File: src/sv/rect_blit_mirror_address_gen_assert.svh
// Assertion macros for the rectangle blit address generator.
// Used by the top level only; no other dependencies.
`ifndef RECT_BLIT_MIRROR_ADDRESS_GEN_ASSERT_SVH
`define RECT_BLIT_MIRROR_ADDRESS_GEN_ASSERT_SVH

// Check a condition in the same cycle as its trigger
`define RBM_ASSERT_NOW(label, clk, rstn, ante, cons) \
    label: assert property (@(posedge clk) disable iff (!rstn) (ante) |-> (cons)) \
        else $error("rect blit assertion failed");

// Check a condition in the cycle after its trigger
`define RBM_ASSERT_NEXT(label, clk, rstn, ante, cons) \
    label: assert property (@(posedge clk) disable iff (!rstn) (ante) |=> (cons)) \
        else $error("rect blit assertion failed");

`endif

File: src/sv/rbm_pkg.sv
// Shared types, constants and the color packing function of the blit writer.
// No dependencies; used by every module of the block.
package rbm_pkg;

    // Field widths
    localparam int FW   = 12;   // frame and extent registers
    localparam int OW   = 11;   // rectangle offsets
    localparam int IDXW = 22;   // framebuffer word index
    localparam int PIXW = 16;   // RGB565 pixel
    localparam int INW  = 24;   // source pixel
    localparam int DW   = ((IDXW + PIXW + 7) / 8) * 8;
    localparam int CIW  = 3;    // config register index

    // Queue between front and back
    localparam int QDEPTH = 4;
    localparam int QPW    = 2;
    localparam int QCW    = 3;

    // RGB565 color masks
    localparam logic [PIXW-1:0] MASK_B = 16'h001F;
    localparam logic [PIXW-1:0] MASK_G = 16'h07E0;
    localparam logic [PIXW-1:0] MASK_R = 16'hF800;

    // Reset values of the registers
    localparam logic [FW-1:0] RST_FRAME_WIDTH  = 12'd480;
    localparam logic [FW-1:0] RST_FRAME_HEIGHT = 12'd272;
    localparam logic [FW-1:0] RST_RECT_EXTENT  = 12'd1;

    typedef enum logic [CIW-1:0] {
        REG_FRAME_WIDTH   = 3'd0,
        REG_FRAME_HEIGHT  = 3'd1,
        REG_RECT_LEFT     = 3'd2,
        REG_RECT_TOP      = 3'd3,
        REG_RECT_COLS     = 3'd4,
        REG_RECT_ROWS     = 3'd5,
        REG_MIRROR_MODE   = 3'd6,
        REG_SOURCE_FORMAT = 3'd7
    } cfg_reg_t;

    typedef struct packed {
        logic [FW-1:0] frame_width;
        logic [FW-1:0] frame_height;
        logic [OW-1:0] rect_left;
        logic [OW-1:0] rect_top;
        logic [FW-1:0] rect_cols;
        logic [FW-1:0] rect_rows;
        logic [1:0]    mirror_mode;
        logic          source_format;
    } rbm_cfg_t;

    // One classified pixel on its way to the address stage
    typedef struct packed {
        logic [FW-1:0]   row;
        logic [FW-1:0]   col;
        logic [PIXW-1:0] pixel;
        logic            outside;
        logic            last;
    } rbm_entry_t;

    typedef struct packed {
        logic           full;
        logic           valid;
        logic [QCW-1:0] count;
    } rbm_q_stat_t;

    // Keep the top bits of each RGB888 color
    function automatic logic [PIXW-1:0] pack_565(input logic [INW-1:0] c);
        logic [INW-1:0] b;
        logic [INW-1:0] g;
        logic [INW-1:0] r;
        b = c >> 3;
        g = c >> 5;
        r = c >> 8;
        return (b[PIXW-1:0] & MASK_B) | (g[PIXW-1:0] & MASK_G) | (r[PIXW-1:0] & MASK_R);
    endfunction

endpackage

File: src/sv/rect_blit_mirror_address_gen.sv
// Rectangle blit writer for a 16-bit framebuffer, with mirroring and RGB888 packing.
// Holds the register file; instantiates rbm_front, rbm_queue and rbm_back.
// Depends on rbm_pkg and rect_blit_mirror_address_gen_assert.svh.
//
// Usage: program the rectangle, frame size, mirror mode and source format on the
// cfg channel while idle, then stream source pixels in raster order on s_axis.
// Every pixel yields one item on m_axis: the word index and the RGB565 pixel in
// m_tdata, out_of_frame in m_tuser (index is zero then; skip the write), and
// m_tlast on the final pixel of the rectangle, after which the counters wrap.
// From input accept to m_tvalid, a pixel is first written into the queue, then
// loaded into the row-times-pitch multiply stage, and its column sum is then
// loaded into the output register. Throughput is one pixel per cycle while m_tready
// is high; each stage, the 12x12 multiply included, takes a new item every cycle.
// When m_tready is low the output register, the multiplier stage and then the
// four-entry queue fill before s_tready drops.
// Reset clears the counters, the queue and the valid flags and restores the
// register defaults (480x272 frame, 1x1 rectangle at the origin, no mirroring,
// RGB565 passthrough). cfg_ready is always high.
`include "rect_blit_mirror_address_gen_assert.svh"

module rect_blit_mirror_address_gen #(
    parameter int MAX_DIM = 2048
) (
    input  logic                      aclk,
    input  logic                      aresetn,
    // Configuration write channel
    input  logic                      cfg_valid,
    output logic                      cfg_ready,
    input  logic [rbm_pkg::CIW-1:0]   cfg_index,
    input  logic [rbm_pkg::FW-1:0]    cfg_data,
    // Source pixels
    input  logic                      s_tvalid,
    output logic                      s_tready,
    input  logic [rbm_pkg::INW-1:0]   s_tdata,   // [23:0] pixel_in
    // Framebuffer writes
    output logic                      m_tvalid,
    input  logic                      m_tready,
    output logic [rbm_pkg::DW-1:0]    m_tdata,   // [21:0] write_index, [37:22] pixel_out
    output logic                      m_tuser,   // [0] out_of_frame
    output logic                      m_tlast    // last_pixel
);

    rbm_pkg::rbm_cfg_t          cfg_reg, cfg_next;
    rbm_pkg::rbm_entry_t        wr_entry;
    rbm_pkg::rbm_entry_t        rd_entry;
    rbm_pkg::rbm_q_stat_t       q_stat;
    logic                       q_push;
    logic                       q_pop;
    logic [rbm_pkg::IDXW-1:0]   out_index;
    logic [rbm_pkg::PIXW-1:0]   out_pixel;

    assign cfg_ready = 1'b1;

    // Decode register writes
    always_comb begin
        cfg_next = cfg_reg;
        if (cfg_valid) begin
            unique case (rbm_pkg::cfg_reg_t'(cfg_index))
                rbm_pkg::REG_FRAME_WIDTH:   cfg_next.frame_width   = cfg_data;
                rbm_pkg::REG_FRAME_HEIGHT:  cfg_next.frame_height  = cfg_data;
                rbm_pkg::REG_RECT_LEFT:     cfg_next.rect_left     = cfg_data[rbm_pkg::OW-1:0];
                rbm_pkg::REG_RECT_TOP:      cfg_next.rect_top      = cfg_data[rbm_pkg::OW-1:0];
                rbm_pkg::REG_RECT_COLS:     cfg_next.rect_cols     = cfg_data;
                rbm_pkg::REG_RECT_ROWS:     cfg_next.rect_rows     = cfg_data;
                rbm_pkg::REG_MIRROR_MODE:   cfg_next.mirror_mode   = cfg_data[1:0];
                rbm_pkg::REG_SOURCE_FORMAT: cfg_next.source_format = cfg_data[0];
                default:                    cfg_next = cfg_reg;
            endcase
        end
    end

    always_ff @(posedge aclk) begin
        if (!aresetn) begin
            cfg_reg.frame_width   <= rbm_pkg::RST_FRAME_WIDTH;
            cfg_reg.frame_height  <= rbm_pkg::RST_FRAME_HEIGHT;
            cfg_reg.rect_left     <= '0;
            cfg_reg.rect_top      <= '0;
            cfg_reg.rect_cols     <= rbm_pkg::RST_RECT_EXTENT;
            cfg_reg.rect_rows     <= rbm_pkg::RST_RECT_EXTENT;
            cfg_reg.mirror_mode   <= '0;
            cfg_reg.source_format <= 1'b0;
        end else begin
            cfg_reg <= cfg_next;
        end
    end

    rbm_front #(
        .MAX_DIM (MAX_DIM)
    ) u_front (
        .aclk     (aclk),
        .aresetn  (aresetn),
        .cfg      (cfg_reg),
        .in_valid (s_tvalid),
        .in_pixel (s_tdata),
        .q_full   (q_stat.full),
        .in_ready (s_tready),
        .q_push   (q_push),
        .q_entry  (wr_entry)
    );

    rbm_queue u_queue (
        .aclk     (aclk),
        .aresetn  (aresetn),
        .push     (q_push),
        .wr_entry (wr_entry),
        .pop      (q_pop),
        .rd_entry (rd_entry),
        .stat     (q_stat)
    );

    rbm_back u_back (
        .aclk        (aclk),
        .aresetn     (aresetn),
        .frame_width (cfg_reg.frame_width),
        .q_valid     (q_stat.valid),
        .q_entry     (rd_entry),
        .q_pop       (q_pop),
        .m_valid     (m_tvalid),
        .m_ready     (m_tready),
        .m_index     (out_index),
        .m_pixel     (out_pixel),
        .m_outside   (m_tuser),
        .m_last      (m_tlast)
    );

    // Pack the result fields, pad to whole bytes
    assign m_tdata = {(rbm_pkg::DW - rbm_pkg::IDXW - rbm_pkg::PIXW)'(0), out_pixel, out_index};

    // An off-frame result never carries a write address
    `RBM_ASSERT_NOW(a_oof_index_zero, aclk, aresetn, m_tvalid && m_tuser, m_tdata[rbm_pkg::IDXW-1:0] == '0)
    // Queue occupancy stays within its depth
    `RBM_ASSERT_NOW(a_queue_bound, aclk, aresetn, 1'b1, q_stat.count <= rbm_pkg::QDEPTH)
    // A push without a pop grows the queue by one
    `RBM_ASSERT_NEXT(a_queue_grow, aclk, aresetn, q_push && !q_pop, q_stat.count == $past(q_stat.count) + 1'b1)

endmodule

File: src/sv/rbm_front.sv
// Front end of the blit writer: raster counters, mirroring and frame check.
// Depends on rbm_pkg; pushes classified pixels into rbm_queue.
module rbm_front #(
    parameter int MAX_DIM = 2048
) (
    input  logic                 aclk,
    input  logic                 aresetn,
    input  rbm_pkg::rbm_cfg_t    cfg,
    input  logic                 in_valid,
    input  logic [rbm_pkg::INW-1:0] in_pixel,
    input  logic                 q_full,
    output logic                 in_ready,
    output logic                 q_push,
    output rbm_pkg::rbm_entry_t  q_entry
);

    localparam int CW = $clog2(MAX_DIM);
    localparam int EW = CW + 1;
    localparam int XW = (EW > rbm_pkg::FW) ? EW : rbm_pkg::FW;
    localparam int PW = ((CW > rbm_pkg::FW) ? CW : rbm_pkg::FW) + 2;

    logic [CW-1:0] col_cnt_reg, col_cnt_next;
    logic [CW-1:0] row_cnt_reg, row_cnt_next;
    logic [XW-1:0] last_col;
    logic [XW-1:0] last_row;
    logic          col_end;
    logic          row_end;
    logic [PW-1:0] trow;
    logic [PW-1:0] tcol;
    logic          outside;

    // Clamp an extent to one..MAX_DIM
    function automatic logic [XW-1:0] extent(input logic [rbm_pkg::FW-1:0] v);
        logic [XW-1:0] x;
        x = XW'(v);
        if (x == '0) begin
            return XW'(1);
        end else if (x > XW'(MAX_DIM)) begin
            return XW'(MAX_DIM);
        end
        return x;
    endfunction

    assign in_ready = !q_full;
    assign q_push   = in_valid && !q_full;

    // Find the ends of the current row and of the rectangle
    always_comb begin
        last_col = extent(cfg.rect_cols) - XW'(1);
        last_row = extent(cfg.rect_rows) - XW'(1);
        col_end  = XW'(col_cnt_reg) >= last_col;
        row_end  = XW'(row_cnt_reg) >= last_row;
    end

    // Mirror the target position and check it against the frame
    always_comb begin
        if (cfg.mirror_mode[0]) begin
            trow = PW'(cfg.frame_height) - PW'(1) - PW'(cfg.rect_top) - PW'(row_cnt_reg);
        end else begin
            trow = PW'(cfg.rect_top) + PW'(row_cnt_reg);
        end
        if (cfg.mirror_mode[1]) begin
            tcol = PW'(cfg.frame_width) - PW'(1) - PW'(cfg.rect_left) - PW'(col_cnt_reg);
        end else begin
            tcol = PW'(cfg.rect_left) + PW'(col_cnt_reg);
        end
        outside = trow[PW-1] || (trow >= PW'(cfg.frame_height)) ||
                  tcol[PW-1] || (tcol >= PW'(cfg.frame_width));
    end

    // Build the queue entry; an outside target gets row and column zero
    always_comb begin
        q_entry.row     = outside ? '0 : trow[rbm_pkg::FW-1:0];
        q_entry.col     = outside ? '0 : tcol[rbm_pkg::FW-1:0];
        q_entry.pixel   = cfg.source_format ? rbm_pkg::pack_565(in_pixel)
                                            : in_pixel[rbm_pkg::PIXW-1:0];
        q_entry.outside = outside;
        q_entry.last    = col_end && row_end;
    end

    // Advance the raster counters, wrap after the last pixel
    always_comb begin
        col_cnt_next = col_cnt_reg;
        row_cnt_next = row_cnt_reg;
        if (q_push) begin
            if (col_end) begin
                col_cnt_next = '0;
                row_cnt_next = row_end ? '0 : row_cnt_reg + CW'(1);
            end else begin
                col_cnt_next = col_cnt_reg + CW'(1);
            end
        end
    end

    always_ff @(posedge aclk) begin
        if (!aresetn) begin
            col_cnt_reg <= '0;
            row_cnt_reg <= '0;
        end else begin
            col_cnt_reg <= col_cnt_next;
            row_cnt_reg <= row_cnt_next;
        end
    end

endmodule

File: src/sv/rbm_queue.sv
// Short queue that decouples the front end from the address stage.
// Depends on rbm_pkg for the entry type and depth.
module rbm_queue (
    input  logic                  aclk,
    input  logic                  aresetn,
    input  logic                  push,
    input  rbm_pkg::rbm_entry_t   wr_entry,
    input  logic                  pop,
    output rbm_pkg::rbm_entry_t   rd_entry,
    output rbm_pkg::rbm_q_stat_t  stat
);

    rbm_pkg::rbm_entry_t           mem_reg [rbm_pkg::QDEPTH];
    logic [rbm_pkg::QPW-1:0]       wr_ptr_reg, wr_ptr_next;
    logic [rbm_pkg::QPW-1:0]       rd_ptr_reg, rd_ptr_next;
    logic [rbm_pkg::QCW-1:0]       count_reg, count_next;

    assign rd_entry   = mem_reg[rd_ptr_reg];
    assign stat.full  = count_reg == rbm_pkg::QCW'(rbm_pkg::QDEPTH);
    assign stat.valid = count_reg != '0;
    assign stat.count = count_reg;

    // Advance pointers and track occupancy
    always_comb begin
        wr_ptr_next = push ? wr_ptr_reg + rbm_pkg::QPW'(1) : wr_ptr_reg;
        rd_ptr_next = pop ? rd_ptr_reg + rbm_pkg::QPW'(1) : rd_ptr_reg;
        count_next  = count_reg;
        if (push && !pop) begin
            count_next = count_reg + rbm_pkg::QCW'(1);
        end else if (pop && !push) begin
            count_next = count_reg - rbm_pkg::QCW'(1);
        end
    end

    always_ff @(posedge aclk) begin
        if (!aresetn) begin
            wr_ptr_reg <= '0;
            rd_ptr_reg <= '0;
            count_reg  <= '0;
        end else begin
            wr_ptr_reg <= wr_ptr_next;
            rd_ptr_reg <= rd_ptr_next;
            count_reg  <= count_next;
        end
    end

    // Store the incoming item
    always_ff @(posedge aclk) begin
        if (push) begin
            mem_reg[wr_ptr_reg] <= wr_entry;
        end
    end

endmodule

File: src/sv/rbm_back.sv
// Back end of the blit writer: row times pitch, plus column, into the output register.
// Depends on rbm_pkg; pops entries from rbm_queue.
module rbm_back (
    input  logic                      aclk,
    input  logic                      aresetn,
    input  logic [rbm_pkg::FW-1:0]    frame_width,
    input  logic                      q_valid,
    input  rbm_pkg::rbm_entry_t       q_entry,
    output logic                      q_pop,
    output logic                      m_valid,
    input  logic                      m_ready,
    output logic [rbm_pkg::IDXW-1:0]  m_index,
    output logic [rbm_pkg::PIXW-1:0]  m_pixel,
    output logic                      m_outside,
    output logic                      m_last
);

    localparam int PRW = 2 * rbm_pkg::FW;

    logic                       a_valid_reg, a_valid_next;
    logic [PRW-1:0]             a_prod_reg;
    logic [rbm_pkg::FW-1:0]     a_col_reg;
    logic [rbm_pkg::PIXW-1:0]   a_pixel_reg;
    logic                       a_outside_reg;
    logic                       a_last_reg;
    logic                       m_valid_reg, m_valid_next;
    logic [rbm_pkg::IDXW-1:0]   m_index_reg;
    logic [rbm_pkg::PIXW-1:0]   m_pixel_reg;
    logic                       m_outside_reg;
    logic                       m_last_reg;
    logic                       b_en;
    logic                       a_en;

    // Move each stage when the one after it frees up
    assign b_en  = !m_valid_reg || m_ready;
    assign a_en  = !a_valid_reg || b_en;
    assign q_pop = q_valid && a_en;

    always_comb begin
        a_valid_next = a_en ? q_valid : a_valid_reg;
        m_valid_next = b_en ? a_valid_reg : m_valid_reg;
    end

    always_ff @(posedge aclk) begin
        if (!aresetn) begin
            a_valid_reg <= 1'b0;
            m_valid_reg <= 1'b0;
        end else begin
            a_valid_reg <= a_valid_next;
            m_valid_reg <= m_valid_next;
        end
    end

    // Multiply the target row by the row pitch
    always_ff @(posedge aclk) begin
        if (q_pop) begin
            a_prod_reg    <= PRW'(q_entry.row) * PRW'(frame_width);
            a_col_reg     <= q_entry.col;
            a_pixel_reg   <= q_entry.pixel;
            a_outside_reg <= q_entry.outside;
            a_last_reg    <= q_entry.last;
        end
    end

    // Add the column and hold the result until taken
    always_ff @(posedge aclk) begin
        if (b_en && a_valid_reg) begin
            m_index_reg   <= a_prod_reg[rbm_pkg::IDXW-1:0] + rbm_pkg::IDXW'(a_col_reg);
            m_pixel_reg   <= a_pixel_reg;
            m_outside_reg <= a_outside_reg;
            m_last_reg    <= a_last_reg;
        end
    end

    assign m_valid   = m_valid_reg;
    assign m_index   = m_index_reg;
    assign m_pixel   = m_pixel_reg;
    assign m_outside = m_outside_reg;
    assign m_last    = m_last_reg;

endmodule
File: config.mk
export PLATFORM = sky130hd
export DESIGN_NAME = rect_blit_mirror_address_gen
export DESIGN_NICKNAME = d
export VERILOG_FILES = /design/src/sv/rbm_pkg.sv /design/src/sv/rect_blit_mirror_address_gen.sv /design/src/sv/rbm_front.sv /design/src/sv/rbm_queue.sv /design/src/sv/rbm_back.sv
export VERILOG_INCLUDE_DIRS = /design/src /design/src/sv
export SDC_FILE = /design/constraint.sdc
export NUM_CORES = 1
export LEC_CHECK = 0
export BUFFER_PORTS_ARGS = -buffer_cell sky130_fd_sc_hd__buf_2
export CAP_MARGIN = 20
export CORE_ASPECT_RATIO = 1.1
export CORE_MARGIN = 3
export CORE_UTILIZATION = 57
export CTS_CLUSTER_SIZE = 25
export DETAILED_ROUTE_END_ITERATION = 12
export GPL_TIMING_DRIVEN = 0
export PLACE_DENSITY = 0.83
export SLEW_MARGIN = 25
export SYNTH_ARGS = -nofsm -noshare
export SYNTH_HDL_FRONTEND = slang
export SYNTH_HIERARCHICAL = 1
export SYNTH_SLANG_ARGS = --single-unit
File: constraint.sdc
create_clock -name aclk -period 5.63 [get_ports aclk]
set_clock_uncertainty 0.05 [all_clocks]
set_input_delay 0.563 -clock aclk [delete_from_list [all_inputs] [get_ports aclk]]
set_output_delay 0.563 -clock aclk [all_outputs]
set_load 0.05 [all_outputs]
After elaboration in Yosys (flattened, before gate mapping)

Memory sizes are Yosys's and may differ from the RTL's. A register that Yosys moved wholly into a read port is not among the register bits.
Cells that the tools add are included.

Bits in registers: 196
RAM bits: 168
Input bits: 44
Output and inout bits: 45
Logic and storage cells: 112
Memories kept: 1

Memory list:

| name            | words | bits a word | read ports | clocked after memory_dff | wr ports | RTL line        | RTL |
|---|---|---|---|---|---|---|---|
| u_queue.mem_reg | 4     | 42          | 1          | 1                        | 1        | rbm_queue.sv:13 | `rbm_pkg::rbm_entry_t mem_reg [rbm_pkg::QDEPTH];` |

Add/sub/neg operators: 17
$mul: 1
$lt $le $gt $ge: 6
Equal/unequal tests: 8
Mux-type cells: 23
Bitwise gates (word level): 2
Reduce and logical (&&, ||, !) cells: 30

Operator list:

| kind                                                                  | number |
|---|---|
| 12-bit 2-to-1 mux                                                     | 8 |
| 14-bit by 11-bit subtractor with 14-bit output                        | 4 |
| 14-bit by 12-bit >= comparator with 1-bit output                      | 2 |
| 14-bit 2-to-1 mux                                                     | 2 |
| 12-bit by 1-bit subtractor with 13-bit output (second input constant) | 2 |
| 11-bit by 11-bit adder with 12-bit output                             | 2 |
| 11-bit by 12-bit >= comparator with 1-bit output                      | 2 |
| 12-bit greater-than comparator (second input constant)                | 2 |
| 12-bit logical NOT                                                    | 2 |
| 12-bit by 1-bit subtractor with 12-bit output (second input constant) | 2 |
| 11-bit by 1-bit adder with 11-bit output (second input constant)      | 2 |
| 22-bit by 12-bit adder with 22-bit output                             | 1 |
| 12-bit by 12-bit multiplier with 22-bit output                        | 1 |
| 11-bit 2-to-1 mux                                                     | 2 |
| 2-bit AND reduction                                                   | 9 |
| 16-bit 2-to-1 mux                                                     | 1 |
| 16-bit OR                                                             | 1 |
| 3-bit == test (second input constant)                                 | 5 |
| 5-bit by 11-bit OR with 11-bit output                                 | 1 |
| 3-bit by 2-bit == test with 1-bit output (second input constant)      | 2 |
| 1-bit logical AND                                                     | 6 |
| 1-bit 2-to-1 mux                                                      | 6 |
| 3-bit 2-to-1 mux                                                      | 2 |
| 1-bit logical NOT                                                     | 5 |
| other kinds (9)                                                       | 15 |

Longest topological paths before layout

Gate-level depths: netlist (run 1).

Word-level depth: 9
Gate-level depth with buffers: 22

Modules after synthesis

The synthesis (run 1) kept the hierarchy.

Modules (own cells, without submodules):

| module                       | times used | cells each | area an instance (sq um) | sequential area each (sq um) |
|---|---|---|---|---|
| rbm_back                     | 1          | 745        | 8095.3                   | 2802.7 |
| rbm_queue                    | 1          | 263        | 6560.0                   | 5225.0 |
| rbm_front                    | 1          | 831        | 6389.9                   | 440.4 |
| rect_blit_mirror_address_gen | 1          | 270        | 2801.4                   | 1461.4 |

Least setup slack after synthesis (run 1)

No wires, ideal clock.

Path kind: register to register
Start: reg u_back.m_valid_reg (netlist: u_back/m_valid)
End: reg u_queue/count_reg[2] (netlist bit)
Library setup time: 0.076 ns
Arrival: 5.991 ns
Data required time: 5.504 ns
Slack: -0.487 ns
Cell stages (with the launch flop): 10
Period minus slack after synthesis: 6.117 ns
Path through: dfxtp_1 nor2b_1 a21boi_0 inv_1 ha_1 inv_1 fa_1 xor2_1 or3_1 a21boi_0

Cells in the longest elaborated chain, start to end: 7
Elaborated cells on any way between the ends: 9
Classes of those cells: 1 x mux; 8 x reduce/logical

Ends and longest elaborated chain:

| element                                                | RTL line                           | RTL |
|---|---|---|
| from (decl)                                            | rbm_back.sv:26                     | `logic m_valid_reg, m_valid_next;` |
| from (signal assigned)                                 | rbm_back.sv:50                     | `m_valid_reg <= m_valid_next;` |
| 1-bit logical NOT (*)                                  | rbm_back.sv:35                     | `assign b_en = !m_valid_reg \|\| m_ready;` |
| 1-bit logical OR (*)                                   | rbm_back.sv:35                     |  |
| 1-bit logical OR (*)                                   | rbm_back.sv:36                     | `assign a_en = !a_valid_reg \|\| b_en;` |
| 1-bit logical AND (*)                                  | rbm_back.sv:37                     | `assign q_pop = q_valid && a_en;` |
| named net q_pop                                        | rect_blit_mirror_address_gen.sv:48 | `logic q_pop;` |
| 1-bit logical NOT                                      | rbm_queue.sv:28                    | `if (push && !pop) begin` |
| 1-bit logical AND                                      | rbm_queue.sv:28                    |  |
| 3-bit 2-to-1 mux or 2-bit nonzero test (tied branches) | n/a                                |  |
| to (signal assigned)                                   | rbm_queue.sv:43                    | `count_reg <= count_next;` |
| to (decl)                                              | rbm_queue.sv:16                    | `logic [rbm_pkg::QCW-1:0] count_reg, count_next;` |

The timed path passes the listed nets; every way through them passes the cells marked *.
A chain may end at the register's enable or synchronous reset.

Worst setup path after layout (run 1)

Start: reg, netlist name cfg_reg[64]
End: reg u_back.a_prod_reg[20], data pin

Cells in the longest elaborated chain, start to end: 1

Ends and longest elaborated chain:

| element                                        | RTL line       | RTL |
|---|---|---|
| 12-bit by 12-bit multiplier with 22-bit output | rbm_back.sv:57 | `a_prod_reg <= PRW'(q_entry.row) * PRW'(frame_width);` |
| to (signal assigned)                           | rbm_back.sv:57 |  |
| to (decl)                                      | rbm_back.sv:21 | `logic [PRW-1:0] a_prod_reg;` |

Every way passes these cells.

==> results.md, run 1 <==
- RSZ-0062 raised after global routing: true
- First-iteration detailed-routing DRC count: 1555
- Hold Path Depth: 3
- Port bufs: 80
- H-tree levels: 2
- Synth Warn #: 6
- Tot Pwr: around 20000 uW
- Commonest cells after routing, fill and taps aside: edfxtp_1 (260), nand2_1 (226), inv_1 (222)
- Post-Syn Instances: 2109
- Antenna cells: 0
- R2R cell count: 16
- Final Net Count: around 2.6k
- TritonCTS clock tree: built
- Delay-heaviest family, CP: adder cells
- Share of layout cells above drive strength 1: a little under a fifth
- Clock transition at path regs: around 60 ps
- Final GP Congestion: 0.894
- Setup slack after layout: -131 ps
- Vias: between 15k and 20k
- Failing checks: setup timing
- Hold crit path type: input pin to flip-flop
- Fin Hold WS: 235 ps
- Die Ht: 221 um
- Fmax: approximately 0.17 GHz
- Slew Viols, Final: 0
- Maximum vdd drop: approximately 0.84 mV
- CP Class: flip-flop to flip-flop
- Worst path slowest cell: clkbuf_1
- Synth cell types: 91
- Critical R2R Launch: cfg_reg[64]
- R2R setup slack: -130 ps
- Post-detail-place hpwl: 40800 um
- Top_reg_cell synth: edfxtp_1
- Die W: 201 um
- # DRC: 0
- Async set-reset flop share out of synthesis: 0%
- Core box area: about 40000 um2
- Largest net degree at the start of global routing: between 40 and 50
- Gr usage total: between 20% and 30%
- Most common cell after layout, fill and taps aside: edfxtp_1
- Buf+Inv Stages, Crit Path: 4
- Worst Setup Start Kind: flip-flop
- DRT antenna net count: 0
- Initial Util: 58.5%
- Worst Hold End: cfg_reg[53]
- WP depth: 16
- CP dominant cell by count: fa_1
- Final setup fails: 5
- Period minus WS final: 5760 ps
- Crit-path max FO: 10
- P&R area growth vs syn: 15.4%
- Final WL: roughly 60000 um
- Max-cap violation count: 0
- Final hold vios: 0
- Mean post-synth cell area: between 10 and 15 um2
- Fillers: 2706
- First-pass GRT wire length: about 95000 um
- Power Density: 718 nW/um2
- Post-synth EDFFs: 260
- Final critical-path share of the clock period: 102%
- Fraction of the yosys area taken by sequential cells: 41.6%
- Setup_tns: -463 ps
- Synthesized cell area: roughly 24000 um2
- Pre-Repair DR Iteration Count: 5
- Routed len/inst: ~22 um
- Worst flop-to-flop path endpoint: u_back/a_prod_reg[20]
- Worst-path cell chain: clkbuf_1 -> nand2_1 -> fa_2 -> inv_1 -> fa_2 -> fa_1 -> fa_1 -> inv_2 -> fa_1 -> inv_2 -> ha_4 -> or4_4 -> o221ai_4 -> nand3_2 -> a221oi_4 -> xnor2_1
- CTS sink cnt: ~370
- Post-Layout Cell Count: between 2k and 3k
- Die ar.: approximately 44000 um2
- Max clock buf depth: 3
- Cell total after placement: around 2.7k
- Root buf cell: clkbuf_16
- CP endpoint kind: flip-flop
- Leak: 0.0111 uW
- Run status: complete, but fails checks
- I/O Pins: roughly 90
- Relative slew margins: 46.4%
- Row cnt: 77
- Worst Tran Pin Value: 804 ps
- Worst path required time: 5890 ps
- CTS buffer count: 38
- Crit path DAT: between 6000 and 7000 ps
- Vias in the first global route: between 15k and 20k
- # hold bufs at CTS: 0
- Worst path max stage delay: 640 ps
- Worst skew pair latency: approximately 570 ps
- Synth Register Bits: between 300 and 400
- Max reg flops: around 170
- Vias per cell: between 5 and 6
- Initial antenna violation count: 0
- Min-Delay Startpoint: cfg_data[4]
- Congestion Overflow GR: 0
==> area by class of cell <==
cell class                 instances  area [um2]  area share [%]
sequential                       366        9940            36.1
buffer                            69         487            1.77
clock inverter                    15         206           0.750
multi-input combinational       1428       13200            48.1
inverter                         241         907            3.30
clock buffer                      54        1080            3.93
tap                              553         692            2.52
timing repair buffer             136         958            3.48
==> how the worst max path moves through the flow <==
stage | from | end | slack (ps)
after floorplan | flip-flop | u_back/a_prod_reg[20] | 5
after CTS | flip-flop | u_back/a_prod_reg[20] | -140
final | cfg_reg[64] | u_back/a_prod_reg[20] | -130
after detailed placement | cfg_reg[63] | u_queue/mem_reg[1][23] | -860
after global placement | cfg_reg[63] | u_queue/mem_reg[0][23] | -880
after global routing | cfg_reg[64] | u_back/a_prod_reg[19] | -260
==> per-stage QoR <==
step,utilization (%),setup WS [ps],area (um2)
after floorplan,-,4.84,23900
after global placement,61.3,-879,25000
after detailed placement,61.5,-860,25100
after CTS,66.7,-144,27200
after global routing,67.5,-256,27500
final,67.5,-131,27500
==> cells by family (layout without fill, tap and decap cells) <==
kind of cell | Yosys count | in the layout | synth area share, %
AO/OA/AOI/OAI | 262 | 262 | 7.48
XOR/XNOR | 104 | 104 | 3.82
adder cells (fa/ha/maj) | 313 | 313 | 20.4
buffers and inverters | 316 | 515 | 5.56
flip-flops | 366 | 366 | 41.6
multiplexers | 138 | 138 | 8.12
other | 2 | 3 | 0.0315
AND/OR/NAND/NOR | 608 | 608 | 13.0
==> cells in the mapped netlist (8+ instances only) <==
master	n	share of area [%]
a211oi_1	16	0.50
a21o_1	20	0.63
a21oi_1	61	1.3
a31oi_1	8	0.21
and2_1	61	1.6
and3_1	12	0.31
buf_2	8	0.17
buf_4	8	0.25
clkbuf_1	48	0.76
dfxtp_1	106	8.9
edfxtp_1	260	33
fa_1	125	10
ha_1	188	9.9
inv_1	239	3.8
mux2_2	17	0.80
mux2i_1	79	3.3
mux4_2	40	3.8
nand2_1	235	3.7
nand2b_1	32	0.84
nand3_1	28	0.59
nand4_1	14	0.37
nor2_1	94	1.5
nor2b_1	36	0.94
nor3_1	23	0.48
nor4_1	12	0.31
nor4bb_1	8	0.34
o21a_1	10	0.31
o21ai_0	66	1.4
o21bai_1	8	0.25
o31ai_1	8	0.25
or3_1	11	0.29
xnor2_1	86	3.2
xor2_1	18	0.66
==> what timing repair did <==
action                                  CTS  global route
setup buffers                            39            13
endpoints found under the setup margin  112           109
resized for setup                        99            80
pin swaps                                53            41
cloned                                    2             1
==> worst register-to-register path, cell delays in order (launching register included) <==
cell	delay, ps
dfxtp_2	450
clkbuf_1	640
nand2_1	200
fa_2	590
inv_1	70
fa_2	400
fa_1	520
fa_1	560
inv_2	40
fa_1	550
inv_2	50
ha_4	160
or4_4	540
o221ai_4	180
nand3_2	150
a221oi_4	250
xnor2_1	100
==> per-layer routing <==
| metal | global-route usage [%] | wire, um | vias to the layer above |
|---|---|---|---|
| met5 | 0 | 0 | - |
| met1 | 31.4 | 22800 | 8379 |
| li1 | - | - | 7650 |
| met3 | 4.50 | 4170 | 268 |
| met2 | 48.2 | 31000 | 857 |
| met4 | 15.6 | 3820 | 0 |
==> power breakdown <==
part / internal [uW] / total, uW / switching, uW
Clock: 1500 / 2600 / 1100
Sequential: 3940 / 4160 / 223
Combinational: 5900 / 13000 / 7080
(Power assumes the default switching activity.)
==> inputs of run 2 (changes only) <==
- ABC_AREA: unset -> 1
- CORE_UTILIZATION: 57 -> 58
- PLACE_DENSITY: 0.83 -> 0.84
==> run 2 against run 1 <==
Effect of this change:
- the flow now finishes without violations
- critical endpoint is now u_back/a_prod_reg[21]
- largest cell class unchanged
- via count increased by 23%
- sequential cell count unchanged
- fmax increased by 3.6%
- count of clock-buffer cells in the layout fell by 5
- first-iteration DRC count increased by 22%
- cell area is 4.0% higher
==> results.md, run 2 <==
- Async set-reset flop share out of synthesis: 0%
- R2R cell count: 28
- Register Area: 9940 um2
- Crit path DAT: ~5800 ps
- Commonest cells after routing, fill and taps aside: nand2_1 (663), inv_1 (500), nor2_1 (355)
- Post-synth top area share: a little under a third
- Initial antenna violation count: 1
- Placed cell area: between 20000 and 30000 um2
- Synth Register Bits: roughly 370
- Area contributors post-synth: edfxtp_1 (31%), nand2_1 (10%), fa_1 (9.9%)
- Final WL: 65100 um
- Hold Path Depth: 3
- Period minus WS final: between 5000 and 6000 ps
- CTS sink cnt: about 370
- Hold crit path type: input pin to flip-flop
- Post-synth top cells: nand2_1 (675), inv_1 (507), nor2_1 (362)
- Worst flop-to-flop path endpoint: u_back/a_prod_reg[21]
- Worst Setup Start Kind: flip-flop
- Run status: finished clean
- Worst Tran Pin Value: between 900 and 1000 ps
- Setup_tns: 0 ps
- Vias in the first global route: 20.9k
- Crit-path max FO: 10
- Synth Area in XOR/XNOR: under 10%
- Largest net degree at the start of global routing: 56
- Fraction of the yosys area taken by sequential cells: just under 40%
- CP endpoint kind: flip-flop
- Worst path max stage delay: 550 ps
- Final setup fails: 0
- Final Net Count: about 3.5k
- Worst skew pair latency: about 550 ps
- TritonCTS clock tree: built
- Max-cap violation count: 0
- Fmax: 0.180 GHz
- R2R setup slack: ~71 ps
- CTS buffer count: 38
- Fillers: 3204
- Pre-CTS WS: -824 ps
- I/O Pins: 89
- Worst path required time: 5880 ps
- Pre-Repair DR Iteration Count: 9
- Max clock buf depth: 3
- Final hold vios: 0
- Core box area: roughly 43000 um2
- Top_reg_cell synth: edfxtp_1
- Die Ht: roughly 220 um
- Area of the multi-input gates: 13300 um2
- Congestion Overflow GR: 0
- Post-layout instance area: 28600 um2
- Die W: around 200 um
- Mux cell area share after synthesis: 0.0794%
- Min-Delay Startpoint: cfg_data[4]
- CP dominant cell by count: nand2_1
- Max reg flops: between 150 and 200
- Slew Viols, Final: 0
- Post-detail-place hpwl: approximately 47000 um
- Setup slack after layout: about 71 ps
- Gr usage total: between 20% and 30%
- Final critical-path share of the clock period: between 90% and 100%
- First-iteration detailed-routing DRC count: about 1.9k
- Final core utilization: around 67%
- Main combinational cell family by area after synthesis: simple AND/OR/NAND/NOR gates
- Vias: around 21k
- Vias per cell: about 5.6
- Synth Warn #: 6
- Most common cell in the synthesized netlist: nand2_1
- H-tree levels: 2
- Post-synth EDFFs: 260
- Initial Util: about three fifths
- DRT antenna net count: 0
- Simple-gate share of the synthesized area: 22.1%
- Worst Hold End: cfg_reg[53]
- Routed len/inst: 17.3 um
- Post-Synth Adder-Cell Area: 19.3%
- Final GP Congestion: slightly below 1
- Synth area leader: edfxtp_1
- CP Class: flip-flop to flip-flop
- Mean post-synth cell area: 8.36 um2
- Root buf cell: clkbuf_16
- Clock transition at path regs: about 60 ps
- Port bufs: 82
- Die ar.: 46000 um2
- Antenna cells: 0
- Post-Syn Instances: ~3k
- Synthesized cell area: 25200 um2
- Relative slew margins: a little under two fifths
- Synth cell types: between 50 and 60
- Most common cell after layout, fill and taps aside: nand2_1
- Row cnt: between 70 and 80
- # DRC: 0
- Worst path slowest cell: fa_1
- Share of layout cells above drive strength 1: between 10% and 20%
- # hold bufs at CTS: 0
- First-pass GRT wire length: 100000 um
- Synth Area in Compound Gates: under 10%
- P&R area growth vs syn: 13.5%
-- run 2: changes by cell type in the layout (fill, tap and decap cells not counted), sizes merged, moves of 41 or more --
cell,delta
nor2,+292
o21ai,+72
mux4,-42
inv,+273
mux2i,-77
and2,-58
xnor2,-75
nand3,+146
a21oi,+41
nand2,+456
-- run 2: kinds of logic after synthesis --
kind of cell / Yosys count
simple gates: 1334
buf+inv: 607
other cells: 2
mux: 2
compound gates: 324
fa+ha+maj: 313
flops: 366
xor+xnor: 69
-- run 2: worst max path at each step --
stage,start,endpoint,slack [ps],depth (start not counted)
2_1_floorplan,flip-flop,u_back/a_prod_reg[17],180,25
3_3_place_gp,flip-flop,u_back/a_prod_reg[17],-700,23
3_5_place_dp,flip-flop,u_back/a_prod_reg[14],-820,24
4_1_cts,flip-flop,u_back/a_prod_reg[20],5,25
5_1_grt,flip-flop,u_back/a_prod_reg[21],-180,28
6_report,flip-flop,u_back/a_prod_reg[21],70,28
-- run 2: what timing repair did --
| action | 4_1_cts | 5_1_grt |
|---|---|---|
| gates cloned | 0 | 1 |
| setup endpoints to repair | 14 | 112 |
| pin swaps | 14 | 38 |
| gates resized for setup | 78 | 82 |
| buffers inserted | 20 | 14 |
-- run 2: metrics by stage --
step | hold slack (ps) | std cells
final | 181 | 3773
after CTS | 162 | 3758
after global routing | 187 | 3773
after global placement | 351 | 3667
after floorplan | 350 | 3018
after detailed placement | 356 | 3672
-- run 2: worst max-delay path: cells and delay by family (launching register included) --
family                   cells  cell delay [ps]
buffers and inverters       10             1120
flip-flops                   1              350
AND/OR/NAND/NOR             11              850
adder cells (fa/ha/maj)      6             2710
AO/OA/AOI/OAI                1              250
-- run 2: final cells by class --
class	instances	share of cell area, %
clock inverters	17	0.830
clock buffers	49	3.54
plain buffers	92	2.33
inverters	515	6.77
well taps	567	2.48
flip-flops and latches	366	34.7
multi-input cells	2045	46.5
repair buffers	122	2.88
-- run 2: routing by layer --
metal / share of wire, % / GRT usage (%) / vias to the layer above / wire (um)
met5: 0 / 0 / - / 0
met4: 5.7 / 14.1 / 0 / 3750
met3: 6.9 / 3.37 / 263 / 4500
met2: 50 / 48.6 / 1007 / 32700
met1: 37 / 31.7 / 9957 / 24200
li1: - / - / 9932 / -
Power of run 2 is left out: the tool's default activity adds up to more than one toggle a clock period on the data nets, which glitch-free logic cannot reach.
